**src/rtl/kalc_pkg.sv**
```systemverilog
// Package for the key autorepeat level control core.
// Holds the word layouts, state and configuration types, and codes.
// No dependencies.
package kalc_pkg;

   localparam int REQ_W   = 104;
   localparam int REQ_USER_W = 2;
   localparam int REQ_FIELDS_W = 102;
   localparam int RSP_W   = 16;
   localparam int CSR_IDX_W = 3;
   localparam int CSR_W   = 16;

   localparam logic [15:0] EVENT_KEY_TYPE = 16'd1;
   localparam logic [31:0] KEY_VALUE_TOP  = 32'd2;

   // Item kinds carried in the mode field.
   typedef enum logic [1:0] {
      MODE_POLL_START = 2'd0,
      MODE_KEY_EVENT  = 2'd1,
      MODE_POLL_END   = 2'd2
   } mode_type;

   // Configuration register indexes.
   typedef enum logic [CSR_IDX_W-1:0] {
      CFG_MENU_KEY_CODE  = 3'd0,
      CFG_PLUS_KEY_CODE  = 3'd1,
      CFG_MINUS_KEY_CODE = 3'd2,
      CFG_FIRST_DELAY_MS = 3'd3,
      CFG_REPEAT_STEP_MS = 3'd4,
      CFG_STALE_GAP_MS   = 3'd5,
      CFG_VOLUME_TOP     = 3'd6,
      CFG_BRIGHTNESS_TOP = 3'd7
   } cfg_index_type;

   typedef struct packed {
      logic [9:0]  menu_key_code;
      logic [9:0]  plus_key_code;
      logic [9:0]  minus_key_code;
      logic [15:0] first_delay_ms;
      logic [15:0] repeat_step_ms;
      logic [15:0] stale_gap_ms;
      logic [5:0]  volume_top;
      logic [5:0]  brightness_top;
   } cfg_type;

   // Input word as registered: mode from tuser in the lowest bits, then the
   // tdata fields from the lowest bit up.
   typedef struct packed {
      logic [5:0]         brightness_in;
      logic [5:0]         volume_in;
      logic signed [31:0] key_value;
      logic [9:0]         key_code;
      logic [15:0]        event_type;
      logic [31:0]        time_ms;
      logic [1:0]         mode;
   } item_type;

   // Result word, first field in the lowest bits, padded to two bytes.
   typedef struct packed {
      logic [1:0] pad;
      logic       brightness_written;
      logic       volume_written;
      logic [5:0] brightness_out;
      logic [5:0] volume_out;
   } result_type;

   typedef struct packed {
      logic [1:0]  menu_held;
      logic [1:0]  plus_held;
      logic [1:0]  plus_fresh;
      logic [31:0] plus_due;
      logic [1:0]  minus_held;
      logic [1:0]  minus_fresh;
      logic [31:0] minus_due;
      logic [31:0] poll_time;
      logic [31:0] last_poll_time;
      logic        time_known;
      logic        ignoring;
   } state_type;

endpackage

```
**src/rtl/kalc_step.sv**
```systemverilog
// Next-state and result logic for one item of the autorepeat core.
// Purely combinational; depends on kalc_pkg.
module kalc_step (
   input  kalc_pkg::cfg_type    cfg,
   input  kalc_pkg::state_type  state,
   input  kalc_pkg::item_type   item,
   output kalc_pkg::state_type  next_state,
   output kalc_pkg::result_type result,
   output logic                 result_valid
);
   import kalc_pkg::*;

   state_type   cur;
   logic [31:0] gap;
   logic [1:0]  val;
   logic        key_ok;
   logic        plus_act;
   logic        minus_act;
   logic [5:0]  vol;
   logic [5:0]  bri;
   logic        vol_w;
   logic        bri_w;

   // Common terms.
   always_comb begin
      gap    = item.time_ms - state.last_poll_time;
      val    = item.key_value[1:0];
      key_ok = !state.ignoring && (item.event_type == EVENT_KEY_TYPE)
               && ($unsigned(item.key_value) <= KEY_VALUE_TOP);
   end

   // Key state after the stale check of a poll end.
   always_comb begin
      cur = state;
      if (state.ignoring) begin
         cur.menu_held   = 2'd0;
         cur.plus_held   = 2'd0;
         cur.plus_fresh  = 2'd0;
         cur.plus_due    = 32'd0;
         cur.minus_held  = 2'd0;
         cur.minus_fresh = 2'd0;
         cur.minus_due   = 32'd0;
      end
      plus_act  = (cur.plus_fresh != 2'd0)
                  || ((cur.plus_held != 2'd0) && (state.poll_time >= cur.plus_due));
      minus_act = (cur.minus_fresh != 2'd0)
                  || ((cur.minus_held != 2'd0) && (state.poll_time >= cur.minus_due));
   end

   // Per-kind update.
   always_comb begin
      next_state   = state;
      result       = '0;
      result_valid = 1'b0;
      vol          = item.volume_in;
      bri          = item.brightness_in;
      vol_w        = 1'b0;
      bri_w        = 1'b0;
      case (item.mode)
         MODE_POLL_START: begin
            next_state.poll_time = item.time_ms;
            if (!state.time_known) begin
               next_state.time_known     = 1'b1;
               next_state.last_poll_time = item.time_ms;
            end else if (gap > {16'd0, cfg.stale_gap_ms}) begin
               next_state.ignoring = 1'b1;
            end
         end
         MODE_KEY_EVENT: begin
            if (key_ok) begin
               if (item.key_code == cfg.menu_key_code) begin
                  next_state.menu_held = val;
               end else if (item.key_code == cfg.plus_key_code) begin
                  next_state.plus_held  = val;
                  next_state.plus_fresh = val;
                  if (val != 2'd0) begin
                     next_state.plus_due = state.poll_time + {16'd0, cfg.first_delay_ms};
                  end
               end else if (item.key_code == cfg.minus_key_code) begin
                  next_state.minus_held  = val;
                  next_state.minus_fresh = val;
                  if (val != 2'd0) begin
                     next_state.minus_due = state.poll_time + {16'd0, cfg.first_delay_ms};
                  end
               end
            end
         end
         MODE_POLL_END: begin
            next_state = cur;
            // Increase step first.
            if (plus_act) begin
               if (cur.menu_held != 2'd0) begin
                  if (bri < cfg.brightness_top) begin
                     bri   = bri + 6'd1;
                     bri_w = 1'b1;
                  end
               end else if (vol < cfg.volume_top) begin
                  vol   = vol + 6'd1;
                  vol_w = 1'b1;
               end
               if (cur.plus_fresh != 2'd0) begin
                  next_state.plus_fresh = 2'd0;
               end else begin
                  next_state.plus_due = cur.plus_due + {16'd0, cfg.repeat_step_ms};
               end
            end
            // Then the decrease step, on the already stepped levels.
            if (minus_act) begin
               if (cur.menu_held != 2'd0) begin
                  if (bri != 6'd0) begin
                     bri   = bri - 6'd1;
                     bri_w = 1'b1;
                  end
               end else if (vol != 6'd0) begin
                  vol   = vol - 6'd1;
                  vol_w = 1'b1;
               end
               if (cur.minus_fresh != 2'd0) begin
                  next_state.minus_fresh = 2'd0;
               end else begin
                  next_state.minus_due = cur.minus_due + {16'd0, cfg.repeat_step_ms};
               end
            end
            next_state.last_poll_time = state.poll_time;
            next_state.ignoring       = 1'b0;
            result.volume_out         = vol;
            result.brightness_out     = bri;
            result.volume_written     = vol_w;
            result.brightness_written = bri_w;
            result_valid              = 1'b1;
         end
         default: begin
            // Unused kind: no change, no result.
         end
      endcase
   end

endmodule

```
**src/rtl/key_autorepeat_level_control_core.sv**
```systemverilog
// Key autorepeat level control core: input register, one pass of step logic,
// result register. Depends on kalc_pkg and kalc_step.
// A poll end word passes the input register and step logic into the result register on rsp.
// Throughput: one word per cycle; the input stage stalls only when it holds a
// poll end and the result register is full and not being taken.
// Reset (synchronous, active high) clears all state and both stages, loads register defaults.
module key_autorepeat_level_control_core (
   input  logic                            clock,
   input  logic                            reset,
   input  logic                            req_tvalid,
   output logic                            req_tready,
   // mode
   input  logic [kalc_pkg::REQ_USER_W-1:0] req_tuser,
   // time_ms, event_type, key_code, key_value, volume_in, brightness_in, zero pad
   input  logic [kalc_pkg::REQ_W-1:0]      req_tdata,
   output logic                            rsp_tvalid,
   input  logic                            rsp_tready,
   // volume_out, brightness_out, volume_written, brightness_written, zero pad
   output logic [kalc_pkg::RSP_W-1:0]      rsp_tdata,
   input  logic                            csr_we,
   input  logic [kalc_pkg::CSR_IDX_W-1:0]  csr_index,
   input  logic [kalc_pkg::CSR_W-1:0]      csr_wdata
);
   import kalc_pkg::*;

   cfg_type    cfg_ff;
   state_type  state_ff;
   state_type  state_in;
   logic       s1_valid_ff;
   item_type   s1_item_ff;
   logic       rsp_valid_ff;
   result_type rsp_data_ff;
   result_type step_result;
   logic       step_result_valid;
   logic       s1_fire;

   // Configuration registers.
   always_ff @(posedge clock) begin
      if (reset) begin
         cfg_ff.menu_key_code  <= 10'd0;
         cfg_ff.plus_key_code  <= 10'd0;
         cfg_ff.minus_key_code <= 10'd0;
         cfg_ff.first_delay_ms <= 16'd300;
         cfg_ff.repeat_step_ms <= 16'd100;
         cfg_ff.stale_gap_ms   <= 16'd1000;
         cfg_ff.volume_top     <= 6'd20;
         cfg_ff.brightness_top <= 6'd10;
      end else if (csr_we) begin
         case (csr_index)
            CFG_MENU_KEY_CODE:  cfg_ff.menu_key_code  <= csr_wdata[9:0];
            CFG_PLUS_KEY_CODE:  cfg_ff.plus_key_code  <= csr_wdata[9:0];
            CFG_MINUS_KEY_CODE: cfg_ff.minus_key_code <= csr_wdata[9:0];
            CFG_FIRST_DELAY_MS: cfg_ff.first_delay_ms <= csr_wdata;
            CFG_REPEAT_STEP_MS: cfg_ff.repeat_step_ms <= csr_wdata;
            CFG_STALE_GAP_MS:   cfg_ff.stale_gap_ms   <= csr_wdata;
            CFG_VOLUME_TOP:     cfg_ff.volume_top     <= csr_wdata[5:0];
            CFG_BRIGHTNESS_TOP: cfg_ff.brightness_top <= csr_wdata[5:0];
            default: begin
            end
         endcase
      end
   end

   // The input stage drains unless a poll end finds the result register blocked.
   assign s1_fire    = s1_valid_ff
                       && ((s1_item_ff.mode != MODE_POLL_END) || !rsp_valid_ff || rsp_tready);
   assign req_tready = !s1_valid_ff || s1_fire;

   // Input register.
   always_ff @(posedge clock) begin
      if (reset) begin
         s1_valid_ff <= 1'b0;
      end else if (req_tvalid && req_tready) begin
         s1_valid_ff <= 1'b1;
      end else if (s1_fire) begin
         s1_valid_ff <= 1'b0;
      end
   end

   always_ff @(posedge clock) begin
      if (req_tvalid && req_tready) begin
         s1_item_ff <= item_type'({req_tdata[REQ_FIELDS_W-1:0], req_tuser});
      end
   end

   kalc_step u_step (
      .cfg          (cfg_ff),
      .state        (state_ff),
      .item         (s1_item_ff),
      .next_state   (state_in),
      .result       (step_result),
      .result_valid (step_result_valid)
   );

   // Key and time state.
   always_ff @(posedge clock) begin
      if (reset) begin
         state_ff <= '0;
      end else if (s1_fire) begin
         state_ff <= state_in;
      end
   end

   // Result register.
   always_ff @(posedge clock) begin
      if (reset) begin
         rsp_valid_ff <= 1'b0;
      end else if (s1_fire && step_result_valid) begin
         rsp_valid_ff <= 1'b1;
      end else if (rsp_tready) begin
         rsp_valid_ff <= 1'b0;
      end
   end

   always_ff @(posedge clock) begin
      if (s1_fire && step_result_valid) begin
         rsp_data_ff <= step_result;
      end
   end

   assign rsp_tvalid = rsp_valid_ff;
   assign rsp_tdata  = rsp_data_ff;

endmodule

```
**config.mk**
```make
export PLATFORM = sky130hd
export DESIGN_NAME = key_autorepeat_level_control_core
export DESIGN_NICKNAME = d
export VERILOG_FILES = /design/src/rtl/kalc_pkg.sv /design/src/rtl/kalc_step.sv /design/src/rtl/key_autorepeat_level_control_core.sv
export SDC_FILE = /design/constraint.sdc
export NUM_CORES = 1
export LEC_CHECK = 0
export BUFFER_PORTS_ARGS = -buffer_cell sky130_fd_sc_hd__buf_2
export CAP_MARGIN = 15
export CORE_MARGIN = 1.5
export CORE_UTILIZATION = 35
export DETAILED_ROUTE_END_ITERATION = 8
export SLEW_MARGIN = 20
export SYNTH_ARGS = -nofsm -noshare
export SYNTH_HDL_FRONTEND = slang
export SYNTH_SLANG_ARGS = --single-unit
```
**constraint.sdc**
```tcl
create_clock -name clock -period 10.65 [get_ports clock]
set_input_delay 0.5325 -clock clock [delete_from_list [all_inputs] [get_ports clock]]
set_output_delay 0.5325 -clock clock [all_outputs]
set_load 0.02 [all_outputs]
```
== Word-level counts from Yosys, hierarchy flattened ==
Index checks and enable logic that the tools add are counted.
Widths: inputs -> output; s select.
Word-level totals
  output and inout bits: 18
  bits of input ports: 130
  flip-flop bits (word level): 350
  logic and storage cells: 166
Operators by class
  equal/unequal tests: 24
  add/subtract/negate cells: 8
  multiplexer cells: 50
  order comparisons: 6
  reduce and logical (&&, ||, !) cells: 45
  bitwise logic cells: 1
Operator list (count)
  $mux 74: 2
  $pmux 74 s2: 1
  $pmux 66 s2: 1
  $mux 36: 3
  $add 32x16->32: 3
  $mux 32: 3
  $mux 6: 14
  $mux 72: 1
  $mux 34: 2
  $ge 32x32->1: 2
  $mux 33: 1
  $gt 32x16->1: 1
  $le 32x2->1 const B: 1
  $sub 32x32->32: 1
  $eq 10x10->1: 3
  $reduce_bool 2->1: 10
  $mux 1: 19
  $eq 16x1->1 const B: 1
  $reduce_and 2->1: 8
  $add 6x1->6 const B: 2
  $eq 3x3->1 const B: 4
  $lt 6x6->1: 2
  $ne 2x1->1 const B: 6
  $reduce_and 6->1: 2
  18 further kinds: 41

== Longest topological paths before layout ==
  depth in word-level cells: 10
  mapped depth: 23
  gate-level depth less buffers: 23

== Hierarchy ==
Synthesis repeated with hierarchy kept, for this count alone.
Second synthesis, totals
  cell total of the unflattened synthesis: 2928
  area total of the unflattened synthesis: 25270.5 um^2
By module, submodules not included
  key_autorepeat_level_control_core: seq. area each 8247.9 um^2, instances 1, area each 13289.0 um^2, cells each 1133
  kalc_step: seq. area each 0.0 um^2, instances 1, area each 11981.5 um^2, cells each 1795

== Worst setup path before layout ==
Ideal clock, no wire load.
  path kind: register to register
  start: register s1_item_ff[0] in the netlist's numbering
  end: register s1_item_ff[0] in the netlist's numbering, enable pin
  clock period less this slack: 7.703 ns
  required time: 10.021 ns
  path buffers: 4
  cell stages (with the launch flop): 8
  library setup time: 0.629 ns
  path slack: 2.947 ns
  arrival: 7.074 ns
  cell sequence: edfxtp_1 -> inv_1 -> ha_1 -> clkbuf_1 -> clkbuf_1 -> clkbuf_1 -> buf_1 -> a31oi_1
Between the ends
  word-level cells in the longest chain between the ends: 6
RTL lines
  start: declaration: line key_autorepeat_level_control_core.sv:30  | item_type s1_item_ff;
  start signal: assignment: line key_autorepeat_level_control_core.sv:82  | s1_item_ff <= item_type'({req_tdata[REQ_FIELDS_W-1:0], req_tuser});
  $ne 2x2->1: line key_autorepeat_level_control_core.sv:66  | && ((s1_item_ff.mode != MODE_POLL_END) || !rsp_valid_ff || rsp_tready);
  $logic_or 1x1->1 (2 in a row): line key_autorepeat_level_control_core.sv:66
  $logic_and 1x1->1: line key_autorepeat_level_control_core.sv:66
  $logic_or 1x1->1: line key_autorepeat_level_control_core.sv:67  | assign req_tready = !s1_valid_ff || s1_fire;
  $logic_and 1x1->1: line key_autorepeat_level_control_core.sv:81  | if (req_tvalid && req_tready) begin
No other way between the ends.
A chain may end at the register's enable or synchronous reset.

== Final worst setup path ==
  start: register s1_item_ff[2] in the netlist's numbering
  end: register state_ff[0] in the netlist's numbering
Between the ends
  word-level cells in the longest chain between the ends: 4
RTL lines
  $sub 32x32->32: line kalc_step.sv:26  | gap = item.time_ms - state.last_poll_time;
  $gt 32x16->1: line kalc_step.sv:65  | end else if (gap > {16'd0, cfg.stale_gap_ms}) begin
  $ne 2x1->1 (no source line)
  $reduce_and 4->1 (no source line)
  end signal: assignment: line key_autorepeat_level_control_core.sv:100  | state_ff <= state_in;
  end: declaration: line key_autorepeat_level_control_core.sv:27  | state_type state_ff;
No other way between the ends.

==> flow_metrics.py <==
metrics = {
    "sta": {
        "period_minus_slack_ns": 5.228,
        "drv_slew": 0,
        "relSlewSlack_pct": 28.92,
        "rsz0062_at_grt": "no",
        "fin_skew_ns": 0.02106,
        "setup_tns_ns": 0,
        "fin_ws_ns": 5.422,
        "fmax_mhz": 191.3,
        "tightest_slew_ns": 1.058,
        "final.period_utilization_pct": 49.09,
        "hold_violations": 0,
        "setup_violations": 0,
    },
    "setup_path": {
        "crit_type": "reg -> reg",
        "path_delay_family": "compound AO/OA/AOI/OAI gates",
        "worstPathMaxFanout": 3,
        "crit_buf_inv": 2,
        "cpMostUsedCell": "a21oi_1",
        "slowest_delay_ns": 0.60,
        "worstPathArrival_ns": 5.72,
        "cp-end-kind": "flop",
        "crit_path_start_kind": "flop",
        "required_ns": 11.14,
        "path_cells": "inv_1 -> ha_1 -> inv_1 -> fa_1 -> a21oi_1 -> o22ai_1 -> o21ai_0 -> nand2b_1 -> a21oi_1 -> o21bai_1 -> a21oi_1 -> xnor2_1 -> ha_1 -> nand2_1 -> nor2_1 -> a211oi_1 -> o21ai_0 -> a211oi_1 -> o211ai_1 -> nor4_1 -> nand4_1 -> nor4_1 -> mux2i_1",
        "crit_slowest_cell": "nor4_1",
    },
    "drt": {
        "wirelength_um": 65590,
        "vias": 19224,
        "viasPerCell": 5.534,
        "post_drt_wl_per_cell_um": 18.88,
        "detail-route-antenna-nets": 0,
        "drcViolationCount": 0,
        "first_pass_iters": 5,
        "drt_iter0_drc": 1466,
    },
    "floorplan": {
        "start_util_pct": 35.63,
        "core_sq_um": 60700,
        "die_w_um": 251.6,
        "rows": 90,
        "io_pins": 148,
        "dieArea_sq_um": 63280,
        "fp.dieH_um": 251.6,
    },
    "power": {
        "power_density_nw_per_um2": 135.3,
        "totalPowerFinal_w": 0.003286,
        "ir_drop_v": 0.0001276,
        "p_leak_nw": 9.623,
    },
    "clock_network": {
        "clk_pin_slew_ns": 0.06,
        "cts_hold_buf": 0,
        "clk_latency_ns": 0.57,
        "cts-resized-gates": 0,
        "post_cts_buffers": 0,
        "cts_sinks": 350,
        "clk_path_buf_depth": 3,
        "cts-buffers-inserted": 40,
        "htree_num_levels": 2,
        "cts_tree": "done",
        "root_buffer": "clkbuf_16",
    },
    "layout": {
        "antennaDiodeCount": 0,
        "fin_cells": 3474,
        "final_layout_size_suffix_gt1_share_pct": 10.03,
        "final_cell_area_sq_um": 24290,
        "final_cell_mix": "nand2_1 (408), a21oi_1 (293), dfxtp_1 (232), nor2_1 (192), ha_1 (178)",
        "nNetsFinal": 2975,
        "synthToLayoutAreaGrowth_pct": 12.34,
        "layout_commonest_cell": "nand2_1",
    },
    "global_routing": {
        "grtUsageMet2_pct": 34.12,
        "grt_pass1_wl_um": 102500,
        "grt_max_degree": 84,
        "antenna_found_initial": 0,
        "grt_usage_pct": 20.41,
        "grtUsageMet1_pct": 26.28,
        "top_usage_layer": "met2",
        "met3_usage_pct": 2.600,
        "overflow": 0,
        "first_global_vias": 18451,
    },
    "hold_path": {
        "hp-class": "in -> reg",
    },
    "placement": {
        "dp_cells": 3402,
        "dpl.hpwl_um": 47810,
        "place_congestion": 0.9366,
        "place_ws_ns": 5.517,
        "io_buffers": 143,
        "placed_area_sq_um": 23070,
    },
    "yosys": {
        "avgSynthCellArea_sq_um": 8.411,
        "syn_inst": 2571,
        "ys.flop_type": "dfxtp_1",
        "ys_types": 91,
        "syn_area_sq_um": 21620,
        "seq_area_frac_synth_pct": 37.86,
        "synth_enable_flop_cells": 118,
        "ys_ff_latch": 350,
        "async_flop_share_pct": 0,
        "ys_warn_count": 0,
    },
    "outcome": {
        "outcome": "finished clean",
    },
    "flow_run": {
        "max_cap_viol_count": 0,
    },
}
-- final cells by class --
type	count	area [sq um]
flip-flops and latches	350	8188
clock inverters	16	135.1
multi-input cells	1968	12490
clock buffers	56	1092
fillers	5977	36400
well taps	782	978.4
repair buffers	167	902.1
inverters	135	506.7
-- cells in the mapped netlist (all sizes together) (7+ instances only) --
cell type,count,share of area [%]
or3,8,0.23
nand2,409,7.1
and2,12,0.35
and3,33,0.95
and4,7,0.28
o211ai,30,1.0
nand4,39,1.1
o21bai,10,0.35
o21a,17,0.59
a21o,47,1.6
a31oi,19,0.55
a31o,12,0.49
ha,179,10
nor2,194,3.4
a311oi,8,0.41
nor3,48,1.1
nand2b,23,0.67
nor2b,62,1.8
mux2i,33,1.5
dfxtp,232,21
a21oi,296,6.9
a211oi,60,2.1
edfxtp,118,16
nand3,61,1.4
buf,26,0.63
o21ai,98,2.3
o22ai,7,0.20
nor4,28,0.88
xnor2,75,3.0
xor2,56,2.3
clkbuf,93,1.6
inv,135,2.3
-- final timing paths --
| kind | startpoint | endpoint | slack, ns | cells after the start |
|---|---|---|---|---|
| min reg2reg | state_ff[68] | state_ff[68] | 0.46 | 2 |
| min | req_tdata[24] | s1_item_ff[26] | 0.14 | 1 |
| max | s1_item_ff[2] | state_ff[0] | 5.42 | 23 |
| max reg2reg | s1_item_ff[2] | state_ff[0] | 5.42 | 23 |
-- flip-flops by register name (all words and copies together), names as in the netlist --
name	count
s1_valid_ff	1
state_ff	140
cfg_ff	90
rsp_tdata	14
rsp_tvalid	1
s1_item_ff	104
-- metrics by stage --
stage,hold slack (ns),util (%)
finish,0.1395,40.02
global route,0.1141,40.02
CTS,0.1134,40.02
detailed placement,0.4472,38.00
global placement,0.4449,38.00
floorplan,0.4320,-
-- cell families after synthesis --
logic type / after synthesis / share of synthesized area [%]
compound gates: 673 / 19.62
xor+xnor: 131 / 5.306
fa+ha+maj: 183 / 10.73
buf+inv: 254 / 4.623
flops: 350 / 37.86
mux: 39 / 1.857
other cells: 1 / 0.01734
simple gates: 940 / 19.98
-- worst reg2reg max path, cell delays in order, from the launching register on --
cell      delay (ns)
edfxtp_1        0.36
inv_1           0.09
ha_1            0.18
inv_1           0.06
fa_1            0.39
a21oi_1         0.22
o22ai_1         0.18
o21ai_0         0.19
nand2b_1        0.07
a21oi_1         0.29
o21bai_1        0.10
a21oi_1         0.19
xnor2_1         0.16
ha_1            0.27
nand2_1         0.07
nor2_1          0.04
a211oi_1        0.21
o21ai_0         0.11
a211oi_1        0.37
o211ai_1        0.16
nor4_1          0.45
nand4_1         0.15
nor4_1          0.60
mux2i_1         0.25
-- metal layers --
layer | part of all wire [%] | routed length (um)
met5 | 0 | 0
met4 | 4.4 | 2869
met3 | 5.3 | 3507
met2 | 47 | 30740
met1 | 43 | 28470
-- power by group --
group	switching, W	leakage (nW)	internal, W
combinational	0.000293	6.00	0.000175
clock	0.000582	0.598	0.000766
sequential	0.0000387	3.02	0.00143
total	0.000913	9.62	0.00237
No activity file was read; power rests on OpenSTA's default activity.
